<file path="src/rtl/cwl_pkg.sv">
// shared constants and types of the counter wait list unit
`default_nettype none
package cwl_pkg;

	localparam int SLOTS = 16;
	localparam int IDX_W = (SLOTS > 1) ? $clog2(SLOTS) : 1;
	localparam int CNT_W = $clog2(SLOTS + 1);

	localparam int VAL_W = 32;
	localparam int TAG_W = 16;
	localparam int ENT_W = VAL_W + TAG_W;

	// request codes
	localparam logic [1:0] REQ_INC  = 2'd0;
	localparam logic [1:0] REQ_DEC  = 2'd1;
	localparam logic [1:0] REQ_READ = 2'd2;
	localparam logic [1:0] REQ_ADD  = 2'd3;

	// result kinds
	localparam logic [1:0] KIND_ACK = 2'd0;
	localparam logic [1:0] KIND_REL = 2'd1;
	localparam logic [1:0] KIND_ADD = 2'd2;

	// busy bit updates from the sequencer
	typedef struct packed {
		logic             set;
		logic [IDX_W-1:0] set_idx;
		logic             clr;
		logic [IDX_W-1:0] clr_idx;
	} cwl_busy_ctl_t;

	// slot occupancy back to the sequencer
	typedef struct packed {
		logic             full;
		logic [IDX_W-1:0] free_idx;
		logic [SLOTS-1:0] busy;
	} cwl_busy_sts_t;

endpackage
`default_nettype wire

</file>
<file path="src/rtl/cwl_ram.sv">
// generic single write port ram with registered read
`default_nettype none
module cwl_ram #(
	parameter int WIDTH = 8,
	parameter int DEPTH = 16
) (
	input  wire logic                                      clk,
	input  wire logic                                      we,
	input  wire logic [((DEPTH > 1) ? $clog2(DEPTH) : 1)-1:0] waddr,
	input  wire logic [WIDTH-1:0]                          wdata,
	input  wire logic                                      re,
	input  wire logic [((DEPTH > 1) ? $clog2(DEPTH) : 1)-1:0] raddr,
	output logic      [WIDTH-1:0]                          rdata
);

	logic [WIDTH-1:0] mem_q [DEPTH];

	always_ff @(posedge clk) begin
		if (we) begin
			mem_q[waddr] <= wdata;
		end
		if (re) begin
			rdata <= mem_q[raddr];
		end
	end

endmodule
`default_nettype wire

</file>
<file path="src/rtl/cwl_slot_track.sv">
// slot busy bits and lowest free slot search
`default_nettype none
module cwl_slot_track (
	input  wire logic                   clk,
	input  wire logic                   arst_n,
	input  wire cwl_pkg::cwl_busy_ctl_t ctl,
	output cwl_pkg::cwl_busy_sts_t      sts
);
	import cwl_pkg::*;

	logic [SLOTS-1:0] busy_q;
	logic [IDX_W-1:0] free_idx;

	always_ff @(posedge clk or negedge arst_n) begin
		if (!arst_n) begin
			busy_q <= '0;
		end else begin
			if (ctl.clr) begin
				busy_q[ctl.clr_idx] <= 1'b0;
			end
			if (ctl.set) begin
				busy_q[ctl.set_idx] <= 1'b1;
			end
		end
	end

	// scan from the top so the lowest free slot wins
	always_comb begin
		free_idx = '0;
		for (int i = SLOTS - 1; i >= 0; i--) begin
			if (!busy_q[i]) begin
				free_idx = IDX_W'(i);
			end
		end
	end

	assign sts.full     = &busy_q;
	assign sts.free_idx = free_idx;
	assign sts.busy     = busy_q;

endmodule
`default_nettype wire

</file>
<file path="src/rtl/counter_wait_list_unit.sv">
// top level of the counter wait list unit: sequencer, counter and result register
`default_nettype none
// A 32-bit job counter with a table of waiter slots. Issue a request with start
// while busy is low. Read and add-waiter requests give one result in the cycle
// right after the edge that takes them and leave busy low, so one of them can be
// issued every cycle. Increment and decrement sweep the whole slot table through
// the slot memory, one read per cycle; such an item keeps busy high until it
// issues its last result and gives up to SLOTS release results plus
// one final acknowledgement. Results appear on the result ports for exactly one
// cycle with result_valid high; the receiver must take them as they come. The
// last result of every item has last_result set. The counter can be loaded
// through the cfg port while busy and start are both low.
module counter_wait_list_unit (
	input  wire logic                        clk,
	input  wire logic                        arst_n,
	// request side
	input  wire logic                        start,
	output logic                             busy,
	input  wire logic [1:0]                  req_type,
	input  wire logic [cwl_pkg::TAG_W-1:0]   waiter_tag,
	input  wire logic [cwl_pkg::VAL_W-1:0]   target_value,
	// counter load
	input  wire logic                        cfg_valid,
	output logic                             cfg_ready,
	input  wire logic [cwl_pkg::VAL_W-1:0]   cfg_data,
	// results
	output logic                             result_valid,
	output logic [1:0]                       result_kind,
	output logic [cwl_pkg::VAL_W-1:0]        count_value,
	output logic [cwl_pkg::TAG_W-1:0]        released_tag,
	output logic                             target_met,
	output logic                             table_full,
	output logic                             last_result
);
	import cwl_pkg::*;

	// sequencer states
	localparam logic [1:0] ST_IDLE  = 2'd0;
	localparam logic [1:0] ST_SWEEP = 2'd1;
	localparam logic [1:0] ST_ACK   = 2'd2;

	logic [1:0]       state_q;
	logic [CNT_W-1:0] rd_cnt_q;     // next slot to read during a sweep
	logic             rd_vld_s1;    // slot memory data valid this cycle
	logic [IDX_W-1:0] rd_idx_s1;    // slot that the data belongs to
	logic [VAL_W-1:0] count_q;
	logic [VAL_W-1:0] prev_q;       // counter before the change, for the ack

	// result register
	logic             res_valid_q;
	logic [1:0]       res_kind_q;
	logic [VAL_W-1:0] res_val_q;
	logic [TAG_W-1:0] res_tag_q;
	logic             res_met_q;
	logic             res_full_q;
	logic             res_last_q;

	cwl_busy_ctl_t    bctl;
	cwl_busy_sts_t    bsts;

	logic             accept;
	logic             ram_re;
	logic [IDX_W-1:0] ram_raddr;
	logic [ENT_W-1:0] ram_rdata;
	logic [VAL_W-1:0] rd_target;
	logic [TAG_W-1:0] rd_tag;
	logic             rd_match;
	logic             add_met;
	logic             sweep_done;

	assign busy      = (state_q != ST_IDLE);
	// a load never shares an edge with an item, so the order is always clear
	assign cfg_ready = (state_q == ST_IDLE) && !start;
	assign accept    = start && !busy;

	// slot memory holds {target, tag}; only busy slots are ever compared
	assign ram_re    = (state_q == ST_SWEEP) && (rd_cnt_q < CNT_W'(SLOTS));
	assign ram_raddr = rd_cnt_q[IDX_W-1:0];
	assign rd_target = ram_rdata[ENT_W-1:TAG_W];
	assign rd_tag    = ram_rdata[TAG_W-1:0];
	assign rd_match  = rd_vld_s1 && bsts.busy[rd_idx_s1] && (rd_target == count_q);
	assign sweep_done = rd_vld_s1 && (rd_idx_s1 == IDX_W'(SLOTS - 1));

	// an add whose target already equals the counter takes no slot
	assign add_met = (target_value == count_q);

	assign bctl.set     = accept && (req_type == REQ_ADD) && !bsts.full && !add_met;
	assign bctl.set_idx = bsts.free_idx;
	assign bctl.clr     = rd_match;
	assign bctl.clr_idx = rd_idx_s1;

	cwl_ram #(
		.WIDTH (ENT_W),
		.DEPTH (SLOTS)
	) u_slot_ram (
		.clk   (clk),
		.we    (bctl.set),
		.waddr (bsts.free_idx),
		.wdata ({target_value, waiter_tag}),
		.re    (ram_re),
		.raddr (ram_raddr),
		.rdata (ram_rdata)
	);

	cwl_slot_track u_slot_track (
		.clk    (clk),
		.arst_n (arst_n),
		.ctl    (bctl),
		.sts    (bsts)
	);

	// payload registers, no reset needed
	always_ff @(posedge clk) begin
		rd_idx_s1 <= ram_raddr;
		if (accept) begin
			prev_q <= count_q;
		end
	end

	always_ff @(posedge clk or negedge arst_n) begin
		if (!arst_n) begin
			state_q     <= ST_IDLE;
			rd_cnt_q    <= '0;
			rd_vld_s1   <= 1'b0;
			count_q     <= '0;
			res_valid_q <= 1'b0;
			res_kind_q  <= KIND_ACK;
			res_val_q   <= '0;
			res_tag_q   <= '0;
			res_met_q   <= 1'b0;
			res_full_q  <= 1'b0;
			res_last_q  <= 1'b0;
		end else begin
			res_valid_q <= 1'b0;
			rd_vld_s1   <= ram_re;
			case (state_q)
				ST_IDLE: begin
					if (start) begin
						case (req_type)
							REQ_INC: begin
								count_q  <= count_q + VAL_W'(1);
								rd_cnt_q <= '0;
								state_q  <= ST_SWEEP;
							end
							REQ_DEC: begin
								count_q  <= count_q - VAL_W'(1);
								rd_cnt_q <= '0;
								state_q  <= ST_SWEEP;
							end
							REQ_READ: begin
								res_valid_q <= 1'b1;
								res_kind_q  <= KIND_ACK;
								res_val_q   <= count_q;
								res_tag_q   <= '0;
								res_met_q   <= 1'b0;
								res_full_q  <= 1'b0;
								res_last_q  <= 1'b1;
							end
							default: begin
								// add waiter: outcome known in the same cycle
								res_valid_q <= 1'b1;
								res_kind_q  <= KIND_ADD;
								res_val_q   <= count_q;
								res_full_q  <= bsts.full;
								res_met_q   <= !bsts.full && add_met;
								res_tag_q   <= (!bsts.full && add_met) ? waiter_tag : '0;
								res_last_q  <= 1'b1;
							end
						endcase
					end
				end
				ST_SWEEP: begin
					if (ram_re) begin
						rd_cnt_q <= rd_cnt_q + CNT_W'(1);
					end
					// release a matching waiter, slots come in ascending order
					if (rd_match) begin
						res_valid_q <= 1'b1;
						res_kind_q  <= KIND_REL;
						res_val_q   <= count_q;
						res_tag_q   <= rd_tag;
						res_met_q   <= 1'b0;
						res_full_q  <= 1'b0;
						res_last_q  <= 1'b0;
					end
					if (sweep_done) begin
						state_q <= ST_ACK;
					end
				end
				ST_ACK: begin
					res_valid_q <= 1'b1;
					res_kind_q  <= KIND_ACK;
					res_val_q   <= prev_q;
					res_tag_q   <= '0;
					res_met_q   <= 1'b0;
					res_full_q  <= 1'b0;
					res_last_q  <= 1'b1;
					state_q     <= ST_IDLE;
				end
				default: begin
					state_q <= ST_IDLE;
				end
			endcase
			// counter load, only while idle
			if (cfg_valid && cfg_ready) begin
				count_q <= cfg_data;
			end
		end
	end

	assign result_valid = res_valid_q;
	assign result_kind  = res_kind_q;
	assign count_value  = res_val_q;
	assign released_tag = res_tag_q;
	assign target_met   = res_met_q;
	assign table_full   = res_full_q;
	assign last_result  = res_last_q;

	// no slot memory read may be in flight once the block is idle
	a_idle_no_read: assert property (@(posedge clk) disable iff (!arst_n)
		!busy |-> !rd_vld_s1)
		else $error("slot read pending while idle");

	// the sweep read pointer never runs past the table
	a_rd_cnt_range: assert property (@(posedge clk) disable iff (!arst_n)
		rd_cnt_q <= CNT_W'(SLOTS))
		else $error("sweep pointer out of range");

	// the acknowledgement closes every sweep
	a_ack_after_sweep: assert property (@(posedge clk) disable iff (!arst_n)
		state_q == ST_ACK |=> result_valid && last_result && result_kind == KIND_ACK)
		else $error("missing final acknowledgement");

	// a release is never the final result of its item
	a_rel_not_last: assert property (@(posedge clk) disable iff (!arst_n)
		result_valid && result_kind == KIND_REL |-> !last_result)
		else $error("release marked as last result");

	// a released slot is no longer busy afterwards
	a_rel_clears: assert property (@(posedge clk) disable iff (!arst_n)
		rd_match |=> !bsts.busy[$past(rd_idx_s1)])
		else $error("released slot still busy");

endmodule
`default_nettype wire
</file>
<file path="config.mk">
export PLATFORM = sky130hd
export DESIGN_NAME = counter_wait_list_unit
export DESIGN_NICKNAME = d
export VERILOG_FILES = /design/src/rtl/cwl_pkg.sv /design/src/rtl/cwl_ram.sv /design/src/rtl/cwl_slot_track.sv /design/src/rtl/counter_wait_list_unit.sv
export SDC_FILE = /design/constraint.sdc
export NUM_CORES = 1
export LEC_CHECK = 0
export BUFFER_PORTS_ARGS = -buffer_cell sky130_fd_sc_hd__buf_2
export CAP_MARGIN = 20
export CORE_MARGIN = 2
export CORE_UTILIZATION = 45
export CTS_BUF_LIST = sky130_fd_sc_hd__clkbuf_16
export CTS_CLUSTER_SIZE = 40
export DETAILED_ROUTE_END_ITERATION = 6
export PLACE_DENSITY_LB_ADDON = 0.3
export SLEW_MARGIN = 15
export SYNTH_ARGS = -nofsm -noshare
export SYNTH_HDL_FRONTEND = slang
export SYNTH_SLANG_ARGS = --single-unit
</file>
<file path="constraint.sdc">
create_clock -name clk -period 4 [get_ports clk]
set_input_delay 0.4 -clock clk [delete_from_list [all_inputs] [get_ports clk]]
set_output_delay 0.4 -clock clk [all_outputs]
set_load 0.005 [all_outputs]
</file>
==> run_summary.xml <==
<?xml version="1.0" encoding="UTF-8"?>
<metrics>
  <group name="final_layout">
    <metric name="layout.cells.most_common" unit="">edfxtp_1</metric>
    <metric name="highest_count_cells_in_the_layout_ignoring_fill_and_taps" unit="">edfxtp_1 (848), mux4_2 (245), buf_2 (140)</metric>
    <metric name="layout-area-overhead-vs-synth" unit="%">16.6</metric>
    <metric name="post_route_cells_drive_above_1_share" unit="">0.277</metric>
    <metric name="design.final.nets" unit="">2428</metric>
    <metric name="final-instance-count-excl-fill" unit="">3534</metric>
    <metric name="finish.instance_area" unit="µm²">45400</metric>
  </group>
  <group name="sta">
    <metric name="minimum_period_implied_by_the_final_worst_setup_slack" unit="ns">3.44</metric>
    <metric name="final.period_utilization" unit="">0.859</metric>
    <metric name="setup_viol_count_final" unit="">0</metric>
    <metric name="setup_repair_after_global_routing_missed_its_margin" unit="">false</metric>
    <metric name="clock.fmax" unit="MHz">291</metric>
    <metric name="finalClockSkew" unit="ns">0.0486</metric>
    <metric name="hold_violations" unit="">0</metric>
    <metric name="worstMarginPinSlew" unit="ns">1.02</metric>
    <metric name="relSlewSlack" unit="">0.323</metric>
    <metric name="report.final.slew_viol_count" unit="">0</metric>
  </group>
  <group name="global_routing">
    <metric name="overflow" unit="">0</metric>
    <metric name="grt_pass1_wl" unit="µm">140000</metric>
    <metric name="globalRouteTotalUtil" unit="">0.214</metric>
    <metric name="grt_pass1_vias" unit="">21000</metric>
    <metric name="grt_start_max_net_pins" unit="">110</metric>
    <metric name="antenna_violations_before_repair" unit="">13</metric>
  </group>
  <group name="clock_network">
    <metric name="clock_insertion_delay_at_the_later_pin_of_the_skew_report" unit="ns">0.68</metric>
    <metric name="cts_resized" unit="">0</metric>
    <metric name="cts_hold_buf" unit="">4</metric>
    <metric name="worst_case_clock_buffer_depth" unit="">3</metric>
    <metric name="numClockSinks" unit="">962</metric>
    <metric name="cts.htree.levels" unit="">3</metric>
    <metric name="postCtsSetupBuffers" unit="">0</metric>
    <metric name="clock_tree_from_tritoncts" unit="">done</metric>
    <metric name="cts_inserted_buffers" unit="">98</metric>
    <metric name="cts_root_buf" unit="">clkbuf_16</metric>
    <metric name="clk_pin_slew" unit="ns">0.07</metric>
  </group>
  <group name="synth">
    <metric name="ys_ff_latch" unit="">962</metric>
    <metric name="postSynthNetCount" unit="">2182</metric>
    <metric name="yosys.cell_types.count" unit="">59</metric>
    <metric name="synthesis.area_per_instance" unit="µm²">18.9</metric>
    <metric name="synthesis.area" unit="µm²">38900</metric>
    <metric name="synthCells" unit="">2058</metric>
    <metric name="synthFlopType" unit="">edfxtp_1</metric>
    <metric name="synth_async_sr_flop_share" unit="">0.114</metric>
    <metric name="synth_enable_flop_cells" unit="">848</metric>
    <metric name="synth-seq-area-share" unit="">0.727</metric>
    <metric name="ys.warnings.count" unit="">0</metric>
  </group>
  <group name="floorplan">
    <metric name="die_x" unit="µm">298</metric>
    <metric name="row_count" unit="">107</metric>
    <metric name="core-area" unit="µm²">85400</metric>
    <metric name="top_level_ports" unit="">142</metric>
    <metric name="initial_utilization" unit="">0.456</metric>
    <metric name="die_area" unit="µm²">88900</metric>
    <metric name="chipHeight" unit="µm">298</metric>
  </group>
  <group name="worst_setup_path">
    <metric name="setup_crit_end_kind" unit="">register</metric>
    <metric name="worst_ep_required_time" unit="ns">4.59</metric>
    <metric name="critPathLaunchType" unit="">register</metric>
    <metric name="critPathMaxStageDelay" unit="ns">0.52</metric>
    <metric name="setup.worst_path.start" unit="">count_q[15]$_DFFE_PN0P_</metric>
    <metric name="cp_cell_sequence" unit="">buf_4 -&gt; xnor2_1 -&gt; nand4_1 -&gt; nor4_1 -&gt; nand4_1 -&gt; a21oi_4 -&gt; inv_2 -&gt; nor4_4 -&gt; buf_4 -&gt; a222oi_1 -&gt; inv_1</metric>
    <metric name="critical_path.reg2reg.startpoint" unit="">count_q[15]$_DFFE_PN0P_</metric>
    <metric name="critical_path_arrival" unit="ns">4.03</metric>
    <metric name="r2r_slack" unit="ns">0.56</metric>
    <metric name="worstRegToRegCells" unit="">11</metric>
    <metric name="worst_r2r_endpoint" unit="">released_tag[14]$_DFFE_PN0P_</metric>
    <metric name="maximum_fanout_along_the_worst_path" unit="">17</metric>
    <metric name="slowest_stage" unit="">dfrtp_1</metric>
    <metric name="worstSetupPathType" unit="">reg2reg</metric>
  </group>
  <group name="power">
    <metric name="clock_power_share" unit="">0.327</metric>
    <metric name="part_of_the_power_in_registers" unit="">0.435</metric>
    <metric name="cellInternalPower" unit="µW">20500</metric>
    <metric name="comb_power_share" unit="">0.238</metric>
    <metric name="vdd.ir_drop.worst" unit="µV">624</metric>
    <metric name="netSwitchingPower" unit="µW">8410</metric>
    <metric name="power_per_cell_area" unit="nW/µm²">637</metric>
    <metric name="p_leak" unit="µW">0.0152</metric>
    <metric name="swShare" unit="">0.291</metric>
  </group>
  <group name="place">
    <metric name="dpl-instance-area" unit="µm²">41900</metric>
    <metric name="numPlacedInstances" unit="">3343</metric>
    <metric name="dp_hpwl" unit="µm">57600</metric>
    <metric name="place_congestion" unit="">0.885</metric>
    <metric name="port_buffers" unit="">141</metric>
  </group>
  <group name="worst_hold_path">
    <metric name="hold_depth" unit="">3</metric>
    <metric name="min_to" unit="">count_q[12]$_DFFE_PN0P_</metric>
    <metric name="worstHoldPathType" unit="">in2reg</metric>
    <metric name="hold_path.startpoint" unit="">cfg_data[12]</metric>
  </group>
  <group name="route">
    <metric name="vias" unit="">20800</metric>
    <metric name="postRouteWirelength" unit="µm">95300</metric>
    <metric name="wl_per_cell" unit="µm">27.0</metric>
    <metric name="drt_drc_violations_left" unit="">3</metric>
    <metric name="dr.first_iter.drc_count" unit="">2063</metric>
    <metric name="antenna_violating_nets_post_route" unit="">0</metric>
    <metric name="firstDrtPassIters" unit="">7</metric>
    <metric name="via_per_inst" unit="">5.88</metric>
  </group>
  <group name="status">
    <metric name="failing_checks" unit="">DRC</metric>
    <metric name="status" unit="">finished, violations left</metric>
  </group>
  <group name="job">
    <metric name="drv_cap" unit="">0</metric>
  </group>
</metrics>
[power by group through the flow]
stage                     logic (µW)  clock network, µW  registers (µW)
final                           6890               9470           12600
after global routing            7470              10000           12600
after CTS                       6940               9610           12600
after detailed placement        6910                  0           12800
after global placement          6810                  0           12800
after floorplan                 4700                  0           12400
[cell type report]
cell class,count,area [µm²]
Antenna cell,1,2.50
Clock inverter,87,927
Tap cell,1144,1430
Sequential cell,962,28300
Fill cell,6701,40000
Timing Repair Buffer,243,1880
Inverter,39,146
Multi-Input combinational cell,960,10200
Clock buffer,98,2450
[stage by stage]
step | worst slack [ns] | power, µW | hold slack, ns | TNS [ns] | util
6_report | 0.565 | 28900 | 0.0328 | 0 | 0.531
3_3_place_gp | 0.386 | 19600 | 0.398 | 0 | 0.491
4_1_cts | 0.546 | 29100 | 0.00787 | 0 | 0.531
5_1_grt | 0.351 | 30100 | 0.0469 | 0 | 0.531
3_5_place_dp | 0.307 | 19700 | 0.400 | 0 | 0.491
2_1_floorplan | -0.0428 | 17100 | 0.104 | -10.77 | -
[worst max-delay path: cells and delay by family, from the launching register on]
| kind | cells | cell delay, ns |
|---|---|---|
| AOI/OAI and AO/OA | 2 | 0.47 |
| xor gates and xnor gates | 1 | 0.20 |
| buffers and inverters | 4 | 0.73 |
| DFF | 1 | 0.52 |
| and+or+nand+nor | 4 | 1.37 |
[layer usage]
metal  share of wire  vias to the layer above  track usage
met2            0.49                      863        0.347
met3           0.075                      158       0.0407
li1                -                     8833            -
met5         0.00091                        -            0
met4           0.023                       16       0.0611
met1            0.41                    10900        0.298
[worst max-delay path by stage]
stage                                         to  slack (ns)  depth (start not counted)
3_3_place_gp             count_q[31]$_DFFE_PN0P_        0.39                         13
4_1_cts             released_tag[12]$_DFFE_PN0P_        0.55                         11
6_report            released_tag[14]$_DFFE_PN0P_        0.56                         11
3_5_place_dp             count_q[29]$_DFFE_PN0P_        0.31                         13
5_1_grt                  count_q[30]$_DFFE_PN0P_        0.35                         12
2_1_floorplan  u_slot_ram.mem_q[13][0]$_DFFE_PP_       -0.04                          7
[flip-flops by register name, indices dropped and copies added, names as in the netlist]
signal	count
last_result	1
target_met	1
rd_idx_s1	4
table_full	1
state_q	2
u_slot_ram.mem_q	768
u_slot_ram.rdata	48
count_value	32
prev_q	32
result_valid	1
rd_vld_s1	1
u_slot_track.busy_q	16
rd_cnt_q	5
count_q	32
released_tag	16
result_kind	2
[synthesized netlist by cell type (15+ instances only)]
cell	count	area (µm²)
nand4_1	26	163
o21ai_0	96	480
a21oi_1	95	475
edfxtp_1	848	25500
a222oi_1	16	160
mux2i_1	35	350
mux4_2	245	5520
nand2_1	81	304
nor2_1	82	308
buf_1	17	63.8
xnor2_1	74	648
dfrtp_1	110	2750
nand3_1	30	150
xor2_1	15	131
inv_1	38	143
clkbuf_1	72	270
ha_1	37	463
[logic make-up (layout without fill, tap and decap cells)]
kind of cell,count (synthesis),count (layout),synth area share
buffers and inverters,136,467,0.0137
and+or+nand+nor,279,279,0.0335
muxes,282,282,0.151
adders and majority gates,38,38,0.0124
other,0,1,0
DFF,962,962,0.727
AOI/OAI and AO/OA,272,272,0.0420
xor gates and xnor gates,89,89,0.0200
Power figures use the tool's default switching activity.
